**config.mk**
```make
export PLATFORM = sky130hd
export DESIGN_NAME = frequency_ordered_list
export DESIGN_NICKNAME = d
export VERILOG_FILES = /design/src/fol_pkg.sv /design/src/fol_cell.sv /design/src/frequency_ordered_list.sv
export SDC_FILE = /design/constraint.sdc
export NUM_CORES = 2
export LEC_CHECK = 0
export BUFFER_PORTS_ARGS = -buffer_cell sky130_fd_sc_hd__buf_4
export CORE_MARGIN = 1.5
export CORE_UTILIZATION = 40
export CTS_BUF_LIST = sky130_fd_sc_hd__clkbuf_4
export DETAILED_ROUTE_END_ITERATION = 7
export SYNTH_ARGS = -nofsm -noshare
export SYNTH_HDL_FRONTEND = slang
export SYNTH_SLANG_ARGS = --single-unit
```
**constraint.sdc**
```tcl
create_clock -name clk -period 6.6 [get_ports clk]
set_input_delay 0.66 -clock clk [delete_from_list [all_inputs] [get_ports clk]]
set_output_delay 0.66 -clock clk [all_outputs]
set_load 0.01 [all_outputs]
```
**src/fol_pkg.sv**
```systemverilog
// fol_pkg: shared types and codes for the frequency ordered list
// no dependencies; used by the cell, the top level, the checker and the testbench
package fol_pkg;

  localparam int ValueW  = 32;
  localparam int KindW   = 2;
  localparam int StatusW = 2;
  localparam int PosW    = 4;
  localparam int CountW  = 16;

  localparam logic [KindW-1:0] KIND_LOAD   = 2'd0;
  localparam logic [KindW-1:0] KIND_ACCESS = 2'd1;
  localparam logic [KindW-1:0] KIND_DUMP   = 2'd2;

  localparam logic [StatusW-1:0] ST_OK    = 2'd0;
  localparam logic [StatusW-1:0] ST_FULL  = 2'd1;
  localparam logic [StatusW-1:0] ST_MISS  = 2'd2;
  localparam logic [StatusW-1:0] ST_EMPTY = 2'd3;

  typedef enum logic [5:0] {
    S_IDLE  = 6'b000001,
    S_LOAD  = 6'b000010,
    S_SEL   = 6'b000100,
    S_BLOCK = 6'b001000,
    S_SHIFT = 6'b010000,
    S_DUMP  = 6'b100000
  } state_t;

  typedef struct packed {
    logic load;
    logic place;
    logic shift;
  } cell_ctrl_t;

endpackage

```
**src/fol_cell.sv**
```systemverilog
// fol_cell: one list entry (value, count, rank) with its compare logic
// depends on fol_pkg
module fol_cell import fol_pkg::*; #(
  parameter int COUNT_BITS = 16,
  parameter int RANK_BITS  = 5
) (
  input  logic                  clk,
  input  cell_ctrl_t            ctrl,
  input  logic                  used,
  input  logic [ValueW-1:0]     key,
  input  logic [COUNT_BITS-1:0] cmp_count,
  input  logic [RANK_BITS-1:0]  cmp_rank,
  input  logic [ValueW-1:0]     left_value,
  input  logic [COUNT_BITS-1:0] left_count,
  input  logic [RANK_BITS-1:0]  left_rank,
  output logic [ValueW-1:0]     value_q,
  output logic [COUNT_BITS-1:0] count_q,
  output logic [RANK_BITS-1:0]  rank_q,
  output logic                  match,
  output logic                  beat
);

  always_ff @(posedge clk) begin
    if (ctrl.load) begin
      value_q <= key;
      count_q <= '0;
      rank_q  <= '0;
    end else if (ctrl.place) begin
      value_q <= key;
      count_q <= cmp_count;
      rank_q  <= cmp_rank;
    end else if (ctrl.shift) begin
      value_q <= left_value;
      count_q <= left_count;
      rank_q  <= left_rank;
    end
  end

  assign match = used && (value_q == key);
  assign beat  = (count_q > cmp_count) || ((count_q == cmp_count) && (rank_q < cmp_rank));

endmodule

```
**src/frequency_ordered_list.sv**
```systemverilog
// frequency_ordered_list: self-organising list, frequency-count ordering, row of fol_cell
// depends on fol_pkg and fol_cell
// result paths: load S_LOAD; hit S_SEL, S_BLOCK, S_SHIFT; miss S_SEL; dump one per entry
// one word at a time: next word accepted the cycle after its last result is registered
// access cost set by the compare, first-match select, blocker search and shift steps
// synchronous reset empties the list and sets the next rank to one; entries are not cleared
module frequency_ordered_list import fol_pkg::*; #(
  parameter int DEPTH      = 16,
  parameter int COUNT_BITS = 16
) (
  input  logic               clk,
  input  logic               rst,
  input  logic               in_valid,
  output logic               in_stall,
  input  logic [KindW-1:0]   kind,
  input  logic signed [ValueW-1:0] value,
  output logic               out_valid,
  input  logic               out_stall,
  output logic [StatusW-1:0] status,
  output logic [PosW-1:0]    position,
  output logic signed [ValueW-1:0] entry_value,
  output logic [CountW-1:0]  count,
  output logic               last
);

  localparam int IW = (DEPTH > 1) ? $clog2(DEPTH) : 1;
  localparam int UW = $clog2(DEPTH + 1);
  localparam int RW = $clog2(DEPTH + 2);

  state_t                state;
  logic [UW-1:0]         used;
  logic [RW-1:0]         next_rank;
  logic [ValueW-1:0]     key_r;
  logic [DEPTH-1:0]      match_r;
  logic [DEPTH-1:0]      sel_r;
  logic [DEPTH-1:0]      blk_r;
  logic [COUNT_BITS-1:0] c_new;
  logic [RW-1:0]         r_new;
  logic                  fresh;
  logic [IW-1:0]         idx;

  logic [ValueW-1:0]     key;
  logic [ValueW-1:0]     cv [DEPTH];
  logic [COUNT_BITS-1:0] cc [DEPTH];
  logic [RW-1:0]         cr [DEPTH];
  logic [ValueW-1:0]     lv [DEPTH];
  logic [COUNT_BITS-1:0] lc [DEPTH];
  logic [RW-1:0]         lr [DEPTH];
  logic [DEPTH-1:0]      cm;
  logic [DEPTH-1:0]      cb;
  logic [DEPTH-1:0]      cuse;
  cell_ctrl_t            ctrl [DEPTH];

  logic                  accept;
  logic                  out_free;
  logic [DEPTH-1:0]      sel;
  logic [COUNT_BITS-1:0] c_old;
  logic [RW-1:0]         r_old;
  logic [DEPTH-1:0]      bm;
  logic [DEPTH-1:0]      rev;
  logic [DEPTH-1:0]      rh;
  logic [DEPTH-1:0]      h;
  logic [DEPTH-1:0]      lowmask;
  logic [DEPTH-1:0]      win;
  logic [DEPTH-1:0]      dsth;
  logic [IW-1:0]         dst_idx;
  logic                  dump_last;

  logic                  emit;
  logic [StatusW-1:0]    e_status;
  logic [IW-1:0]         e_index;
  logic [ValueW-1:0]     e_value;
  logic [COUNT_BITS-1:0] e_count;
  logic [PosW-1:0]       e_pos;
  logic [CountW-1:0]     e_cnt;

  assign in_stall = (state != S_IDLE);
  assign accept   = in_valid && !in_stall;
  assign out_free = !out_valid || !out_stall;
  assign key      = (state == S_IDLE) ? value : key_r;

  for (genvar j = 0; j < DEPTH; j++) begin : g_cell
    if (j == 0) begin : g_head
      assign lv[j] = '0;
      assign lc[j] = '0;
      assign lr[j] = '0;
    end else begin : g_body
      assign lv[j] = cv[j-1];
      assign lc[j] = cc[j-1];
      assign lr[j] = cr[j-1];
    end
    assign cuse[j] = (UW'(j) < used);

    fol_cell #(.COUNT_BITS(COUNT_BITS), .RANK_BITS(RW)) u_cell (
      .clk        (clk),
      .ctrl       (ctrl[j]),
      .used       (cuse[j]),
      .key        (key),
      .cmp_count  (c_new),
      .cmp_rank   (r_new),
      .left_value (lv[j]),
      .left_count (lc[j]),
      .left_rank  (lr[j]),
      .value_q    (cv[j]),
      .count_q    (cc[j]),
      .rank_q     (cr[j]),
      .match      (cm[j]),
      .beat       (cb[j])
    );
  end

  // first match and its stored count and rank
  always_comb begin
    sel   = match_r & (~match_r + 1'b1);
    c_old = '0;
    r_old = '0;
    for (int j = 0; j < DEPTH; j++) begin
      if (sel[j]) begin
        c_old = c_old | cc[j];
        r_old = r_old | cr[j];
      end
    end
  end

  // nearest blocker ahead of the found entry
  always_comb begin
    bm = cb & (sel_r - 1'b1);
    for (int j = 0; j < DEPTH; j++) begin
      rev[j] = bm[DEPTH-1-j];
    end
    rh = rev & (~rev + 1'b1);
    for (int j = 0; j < DEPTH; j++) begin
      h[j] = rh[DEPTH-1-j];
    end
  end

  // shift window and destination
  always_comb begin
    lowmask = (blk_r == '0) ? '0 : (blk_r | (blk_r - 1'b1));
    win     = (sel_r | (sel_r - 1'b1)) & ~lowmask;
    dsth    = (blk_r == '0) ? DEPTH'(1) : (blk_r << 1);
    dst_idx = '0;
    for (int j = 0; j < DEPTH; j++) begin
      if (dsth[j]) begin
        dst_idx = dst_idx | IW'(j);
      end
    end
  end

  always_comb begin
    for (int j = 0; j < DEPTH; j++) begin
      ctrl[j].load  = (state == S_LOAD) && out_free && (used != UW'(DEPTH)) &&
                      (UW'(j) == used);
      ctrl[j].place = (state == S_SHIFT) && out_free && dsth[j];
      ctrl[j].shift = (state == S_SHIFT) && out_free && win[j] && !dsth[j];
    end
  end

  assign dump_last = ((UW'(idx) + 1'b1) == used);

  always_comb begin
    emit     = 1'b0;
    e_status = ST_OK;
    e_index  = '0;
    e_value  = '0;
    e_count  = '0;
    case (state)
      S_LOAD: begin
        emit = out_free;
        if (used == UW'(DEPTH)) begin
          e_status = ST_FULL;
        end else begin
          e_index = used[IW-1:0];
          e_value = key_r;
        end
      end
      S_SEL: begin
        if (match_r == '0) begin
          emit     = out_free;
          e_status = ST_MISS;
        end
      end
      S_SHIFT: begin
        emit    = out_free;
        e_index = dst_idx;
        e_value = key_r;
        e_count = c_new;
      end
      S_DUMP: begin
        emit = out_free;
        if (used == '0) begin
          e_status = ST_EMPTY;
        end else begin
          e_index = idx;
          e_value = cv[idx];
          e_count = cc[idx];
        end
      end
      default: begin
        emit = 1'b0;
      end
    endcase
  end

  if (IW >= PosW) begin : g_pos_cut
    assign e_pos = e_index[PosW-1:0];
  end else begin : g_pos_ext
    assign e_pos = {{(PosW-IW){1'b0}}, e_index};
  end

  if (COUNT_BITS >= CountW) begin : g_cnt_cut
    assign e_cnt = e_count[CountW-1:0];
  end else begin : g_cnt_ext
    assign e_cnt = {{(CountW-COUNT_BITS){1'b0}}, e_count};
  end

  always_ff @(posedge clk) begin
    if (rst) begin
      state     <= S_IDLE;
      used      <= '0;
      next_rank <= RW'(1);
      idx       <= '0;
    end else begin
      case (state)
        S_IDLE: begin
          if (accept) begin
            case (kind)
              KIND_LOAD:   state <= S_LOAD;
              KIND_ACCESS: state <= S_SEL;
              KIND_DUMP:   state <= S_DUMP;
              default:     state <= S_IDLE;
            endcase
          end
        end
        S_LOAD: begin
          if (out_free) begin
            if (used != UW'(DEPTH)) begin
              used <= used + 1'b1;
            end
            state <= S_IDLE;
          end
        end
        S_SEL: begin
          if (match_r != '0) begin
            state <= S_BLOCK;
          end else if (out_free) begin
            state <= S_IDLE;
          end
        end
        S_BLOCK: begin
          state <= S_SHIFT;
        end
        S_SHIFT: begin
          if (out_free) begin
            if (fresh) begin
              next_rank <= next_rank + 1'b1;
            end
            state <= S_IDLE;
          end
        end
        S_DUMP: begin
          if (out_free) begin
            if (used == '0 || dump_last) begin
              idx   <= '0;
              state <= S_IDLE;
            end else begin
              idx <= idx + 1'b1;
            end
          end
        end
        default: begin
          state <= S_IDLE;
        end
      endcase
    end
  end

  always_ff @(posedge clk) begin
    if (accept) begin
      key_r   <= value;
      match_r <= cm;
    end
    if (state == S_SEL) begin
      sel_r <= sel;
      c_new <= (c_old == '1) ? c_old : c_old + 1'b1;
      r_new <= (r_old == '0) ? next_rank : r_old;
      fresh <= (r_old == '0);
    end
    if (state == S_BLOCK) begin
      blk_r <= h;
    end
  end

  always_ff @(posedge clk) begin
    if (rst) begin
      out_valid <= 1'b0;
    end else if (emit) begin
      out_valid <= 1'b1;
    end else if (!out_stall) begin
      out_valid <= 1'b0;
    end
  end

  always_ff @(posedge clk) begin
    if (emit) begin
      status      <= e_status;
      position    <= e_pos;
      entry_value <= e_value;
      count       <= e_cnt;
      last        <= (state != S_DUMP) || (used == '0) || dump_last;
    end
  end

endmodule

```
* Word-level counts from Yosys, hierarchy flattened
Index checks and enable logic that the tools add are counted.
Word-level totals: output and inout bits 57, logic and storage cells 605, bits in read-only memories 0, latch bits 0, bits in writable memories 0, memories kept 0, register bits 1026, input port bits 38
Cells by class: multiply operators 0, shift-type cells 0, muxes and demuxes 194, add/subtract/negate cells 9, $lt $le $gt $ge 49, divide/modulo/power cells 0, equality and inequality tests 65, reductions and logical operators 183, bitwise gates (word level) 40
Operators with widths (number):
- two-way mux 32 bit | 53
- two-way mux 16 bit | 54
- == test 32 bit | 16
- OR 16 bit | 17
- == test 16 bit | 16
- greater-than comparator 16 bit | 16
- two-way mux 5 bit | 49
- binary-select mux 32 bit (select 4 bit) | 1
- logical AND 1 bit | 100
- one-hot mux 32 bit (3 select lines) | 1
- < comparator 5 bit | 16
- OR 5 bit | 15
- AND 16 bit | 4
- binary-select mux 16 bit (select 4 bit) | 1
- adder 16 x 1 -> 16 bit, second input constant | 3
- NOT 16 bit | 3
- nonzero test 3 bit | 16
- two-way mux 4 bit | 11
- == test 4 x 5 -> 1 bit, first input constant | 8
- < comparator 4 x 5 -> 1 bit, first input constant | 8
- logical NOT 16 bit | 2
- one-hot mux 16 bit (2 select lines) | 1
- nonzero test 2 bit | 16
- subtractor 16 x 1 -> 16 bit, second input constant | 2
- 45 further kinds | 111

* Logic depth before layout (Yosys ltp)
depth after elaboration 36, mapped depth 19, depth with buffers taken out 13

* Modules after synthesis
A second synthesis with hierarchy kept.
Second synthesis, totals: cell total of the unflattened synthesis 6037, area, all modules 67656.1 um^2
Modules (own cells, without submodules):
- fol_cell (g_cell[0].u_cell ...) | instances 14, area an instance 3156.8 um^2, sequential area each 1381.3 um^2, cells an instance 286
- frequency_ordered_list | instances 1, area an instance 17150.2 um^2, sequential area each 5134.9 um^2, cells an instance 1461
- fol_cell (g_cell[8].u_cell ...) | instances 2, area an instance 3155.5 um^2, sequential area each 1381.3 um^2, cells an instance 286

* Least setup slack after synthesis
OpenSTA, ideal clock, no wires.
path kind register -> register, from register blk_r[5], to register g_cell[5].u_cell.value_q[0], enable pin, setup time 0.533 ns, arrival time 5.275 ns, period minus slack after synthesis 5.809 ns, required time 6.067 ns, path slack 0.791 ns, stages on the path, launching flop included 7, path buffers 1, cells stage by stage edfxtp_1 clkbuf_1 nor4_1 nor3b_1 nand2_1 o21a_1 o311ai_0
On the way: word-level cells in the longest chain between the ends 8, elaborated cells between the ends (all ways) 12, those cells by class add/sub: 1; mux: 2; bitwise: 3; reduce/logical: 6
Ends and longest elaborated chain:
- from (decl) | line frequency_ordered_list.sv:36 | logic [DEPTH-1:0] blk_r;
- from (signal assigned) | line frequency_ordered_list.sv:290 | blk_r <= h;
- subtractor 16 x 1 -> 16 bit | line frequency_ordered_list.sv:139 | lowmask = (blk_r == '0) ? '0 : (blk_r | (blk_r - 1'b1));
- OR 16 bit | line frequency_ordered_list.sv:139
- two-way mux 16 bit | line frequency_ordered_list.sv:139
- NOT 16 bit | line frequency_ordered_list.sv:140 | win = (sel_r | (sel_r - 1'b1)) & ~lowmask;
- AND 16 bit | line frequency_ordered_list.sv:140
- logical AND 1 bit (2 in a row) | line frequency_ordered_list.sv:155 | ctrl[j].shift = (state == S_SHIFT) && out_free && win[j] && !dsth[j];
- nonzero test 3 bit (no source line) *
- to (signal assigned) | line fol_cell.sv:25 | value_q <= key;
- to (signal assigned) | line fol_cell.sv:29 | value_q <= key;
- to (signal assigned) | line fol_cell.sv:33 | value_q <= left_value;
- to (decl) | line fol_cell.sv:16 | output logic [ValueW-1:0] value_q,
Mark *: on every way between the ends. The rest lies on a longest branch, timed or not. A chain may end at the register's enable or synchronous reset.

* Worst setup path in the final report
from register state[1], to register match_r[2] (data pin)
On the way: word-level cells in the longest chain between the ends 4
Ends and longest elaborated chain:
- from (decl) | line frequency_ordered_list.sv:30 | state_t state;
- from (signal assigned) | line frequency_ordered_list.sv:219 | state <= S_IDLE;
- from (signal assigned) | line frequency_ordered_list.sv:228 | KIND_LOAD: state <= S_LOAD;
- from (signal assigned) | line frequency_ordered_list.sv:229 | KIND_ACCESS: state <= S_SEL;
- == test 6 x 1 -> 1 bit | line frequency_ordered_list.sv:80 | assign key = (state == S_IDLE) ? value : key_r;
- two-way mux 32 bit | line frequency_ordered_list.sv:80
- == test 32 bit | line fol_cell.sv:39 | assign match = used && (value_q == key);
- logical AND 1 bit | line fol_cell.sv:39
- via g_cell[2].u_cell.match | line fol_cell.sv:19 | output logic match,
- to (signal assigned) | line frequency_ordered_list.sv:281 | match_r <= cm;
- to (decl) | line frequency_ordered_list.sv:34 | logic [DEPTH-1:0] match_r;
The timed path passes the listed nets, and every way through them passes these cells.

==> impl_results.md <==
- Outcome: finished, violations left
- Failing checks: design-rule violations
- Final setup TNS: 0 ps
- Boundary Pins: 95
- Initial antenna violation count: 13
- Drt wl/cell: about 30 um
- Net Count, Synth: ~7k
- Crit path capture type: register
- Slowest-stage cell, CP: nor4_1
- Met2 Usage GRT: 47.7%
- Cell count after synthesis: 6509
- Total power: 14500 uW
- Post-synth ARST share: 0%
- Critical path's largest stage delay: 960 ps
- Final-stage net count: 7012
- Post-Synth XOR/XNOR Area: 7.15%
- Pleak: 0.0264 uW
- Global-route wire length before repair: 379 mm
- RSZ-0062 raised after global routing: no
- CTS Buffer Depth: 4
- Post-CTS setup buffer count: 0
- Post-synthesis mux area share: 11.9%
- Max-slew headroom: 11.5%
- # port buffers: 94
- Post-synth EDFFs: 669
- Largest net degree at the start of global routing: 84
- Register bit total from synthesis: 1026
- Vias per cell: between 6 and 7
- Adder-cell area share of the yosys netlist: 6.55%
- Yosys Warn Count: 0
- Clock Skew: around 130 ps
- Die height: 407 um
- Compound-Gate Fraction of Synth Area: about 14%
- Layout area overhead: 11.5%
- CTS Sinks: 1026
- Worst-Margin Slew: 1290 ps
- Post-route setup slack: 1160 ps
- Pre-CTS setup slack: roughly 1500 ps
- CP required: 7580 ps
- Startpoint Class: register
- Max cap viols: 0
- Worst skew pair latency: 1420 ps
- Post-synthesis sequential area ratio: 41.7%
- H-Tree Depth: 5
- Finished Cell Area: 72800 um^2
- Row count: 148
- Critical path's top delay family: simple AND/OR/NAND/NOR gates
- Mean post-synth cell area: 10.0 um^2
- GR Util met1: 40.4%
- Final number of setup-violating endpoints: 0
- CP arrival: 6410 ps
- Final cycle utilization of the critical path: around 82%
- Final hold viol count: 0
- Final min period: 5440 ps
- Kind of critical path: reg2reg
- Most used DFF post-synth: edfxtp_1
- Initial DRT Pass Iterations: 8
- # DRC: 2
- Layout cell share with drive strength beyond 1: 16.2%
- DP HPWL: roughly 190 mm
- Buf+Inv Stages, Crit Path: 2
- Cell breakdown of the critical path: nor2_1 > and4b_4 > buf_4 > mux2i_4 > buf_4 > xor2_1 > nand4_1 > a211oi_1 > nand4_1 > nor4_1
- Clk root buf: clkbuf_4
- Cell area after synthesis: 65300 um^2
- Library cells used by synthesis: 89
- Grt total ovfl: 0
- Vias in the first global route: 53.5k
- CTS clk-pin slew, worst paths: 80 ps
- CTS tree: built
- Overall routing resource usage: 31.3%
- Detailed-route via count: 56.6k
- Crit Path Max Fanout: 17
- Post-route antenna net violation count: 0
- Maximum VDD drop: 0.221 mV
- Starting Density: 40.2%
- Max-slew violation count: 0
- Fin util: between 40 and 50%
- Starting DRC count in detailed routing: about 7.7k
- PwrDens: roughly 200 nW/um^2
- Routed WL: between 200 and 300 mm
- Most used routing layer: met2
- DIE AREA: 166000 um^2
- Num CTS Buffers: 310
- Post-synthesis simple-gate area fraction: 14.3%
- Worst Hold Class: in2reg
- DP Area: 68500 um^2
- Grt met3 use: approximately 7.5%
- Routability Congestion: roughly 1.0
- Core area: 162000 um^2
- Die extent in x: 407 um
- Main combinational cell family by area after synthesis: simple AND/OR/NAND/NOR gates
- F_max: 184 MHz
cell usage after synthesis, types with 23 or more instances:
library cell | count | area (um^2)
o21a_1 | 29 | 218
xor2_1 | 343 | 3000
a311oi_1 | 107 | 937
buf_1 | 45 | 169
clkbuf_1 | 373 | 1400
edfxtp_1 | 669 | 20100
nand3b_1 | 38 | 285
a211oi_1 | 191 | 1430
nand2_1 | 351 | 1320
nor4_1 | 79 | 494
nand2b_1 | 37 | 231
inv_1 | 84 | 315
nor2b_1 | 50 | 313
o21ai_0 | 121 | 606
buf_4 | 26 | 195
a22oi_1 | 26 | 195
a21oi_1 | 662 | 3310
nand4_1 | 147 | 920
a21o_1 | 91 | 683
nor2_1 | 968 | 3630
buf_2 | 89 | 445
o221ai_1 | 47 | 412
mux4_2 | 206 | 4640
nand3_1 | 184 | 921
nor3_1 | 50 | 250
and2_1 | 23 | 144
ha_1 | 342 | 4280
mux2i_1 | 267 | 2670
dfxtp_1 | 357 | 7150
xnor2_1 | 190 | 1660
report_power, final:
part           internal (uW)  switching [uW]  total [uW]
sequential              6810            48.7        6860
combinational            427             901        1330
clock                   3310            3020        6330
total                  10500            3970       14500
sequential cells by signal (all words and copies together) (netlist names), 32 cells and up:
name,count
g_cell.u_cell.value_q,512
g_cell.u_cell.count_q,256
g_cell.u_cell.rank_q,80
entry_value,32
key_r,32
layout make-up:
class	count	area, um^2
inverter	84	315
timing repair buffer	356	2880
clock inverter	55	319
tap	2175	2720
clock buffer	459	3450
multi-input combinational	4854	35900
antenna	17	42.5
fill	15600	89600
sequential	1026	27200
worst paths after layout:
check / slack (ps) / from / cells past startpoint / end
hold reg to reg: 480 / g_cell[7].u_cell.rank_q[3] / 2 / g_cell[8].u_cell.rank_q[3]
setup / recovery: 1160 / state[1] / 10 / match_r[2]
hold / removal: 50 / value[29] / 2 / key_r[29]
setup reg to reg: 1160 / state[1] / 10 / match_r[2]
kinds of logic (layout without fill, tap and decap cells):
group,after synthesis,after routing
buf+inv,629,954
other cells,0,17
simple gates,2029,2029
xor+xnor,533,533
fa+ha+maj,342,342
flops,1026,1026
mux,501,501
compound gates,1449,1449
per-layer routing:
layer / up-vias / wire length [um] / share of wire (%)
met2: 3539 / 116000 / 44
met1: 27700 / 102000 / 39
met5: - / 40 / 0.015
li1: 24600 / - / -
met4: 6 / 17500 / 6.6
met3: 816 / 28400 / 11
repair_timing:
action,4_1_cts,5_1_grt
hold endpoints to repair,282,0
hold buffers,51,0
gates resized for setup,0,0
layout by cell type (no fill, tap or decap), types with 19 or more instances in the layout:
cell type	count
a211oi_1	191
a21o_1	89
a21oi_1	660
a221oi_1	19
a22oi_1	26
a311oi_1	107
and2_1	22
buf_4	299
clkbuf_4	459
clkinv_1	42
dfxtp_1	353
dlygate4sd3_1	51
edfxtp_1	669
ha_1	342
inv_1	83
mux2i_1	262
mux2i_4	32
mux4_2	206
nand2_1	337
nand2b_1	35
nand3_1	183
nand3b_1	38
nand4_1	147
nor2_1	951
nor2b_1	50
nor3_1	48
nor4_1	77
o211ai_1	20
o21a_1	29
o21ai_0	118
o221ai_1	47
xnor2_1	190
xor2_1	343
metrics by stage:
step           cells  hold WS [ps]
4_1_cts         9009         0.918
3_5_place_dp    8444           488
2_1_floorplan   6509           457
5_1_grt         9017          3.31
3_3_place_gp    8444           477
6_report        9026          47.1
Power figures use the tool's default switching activity.
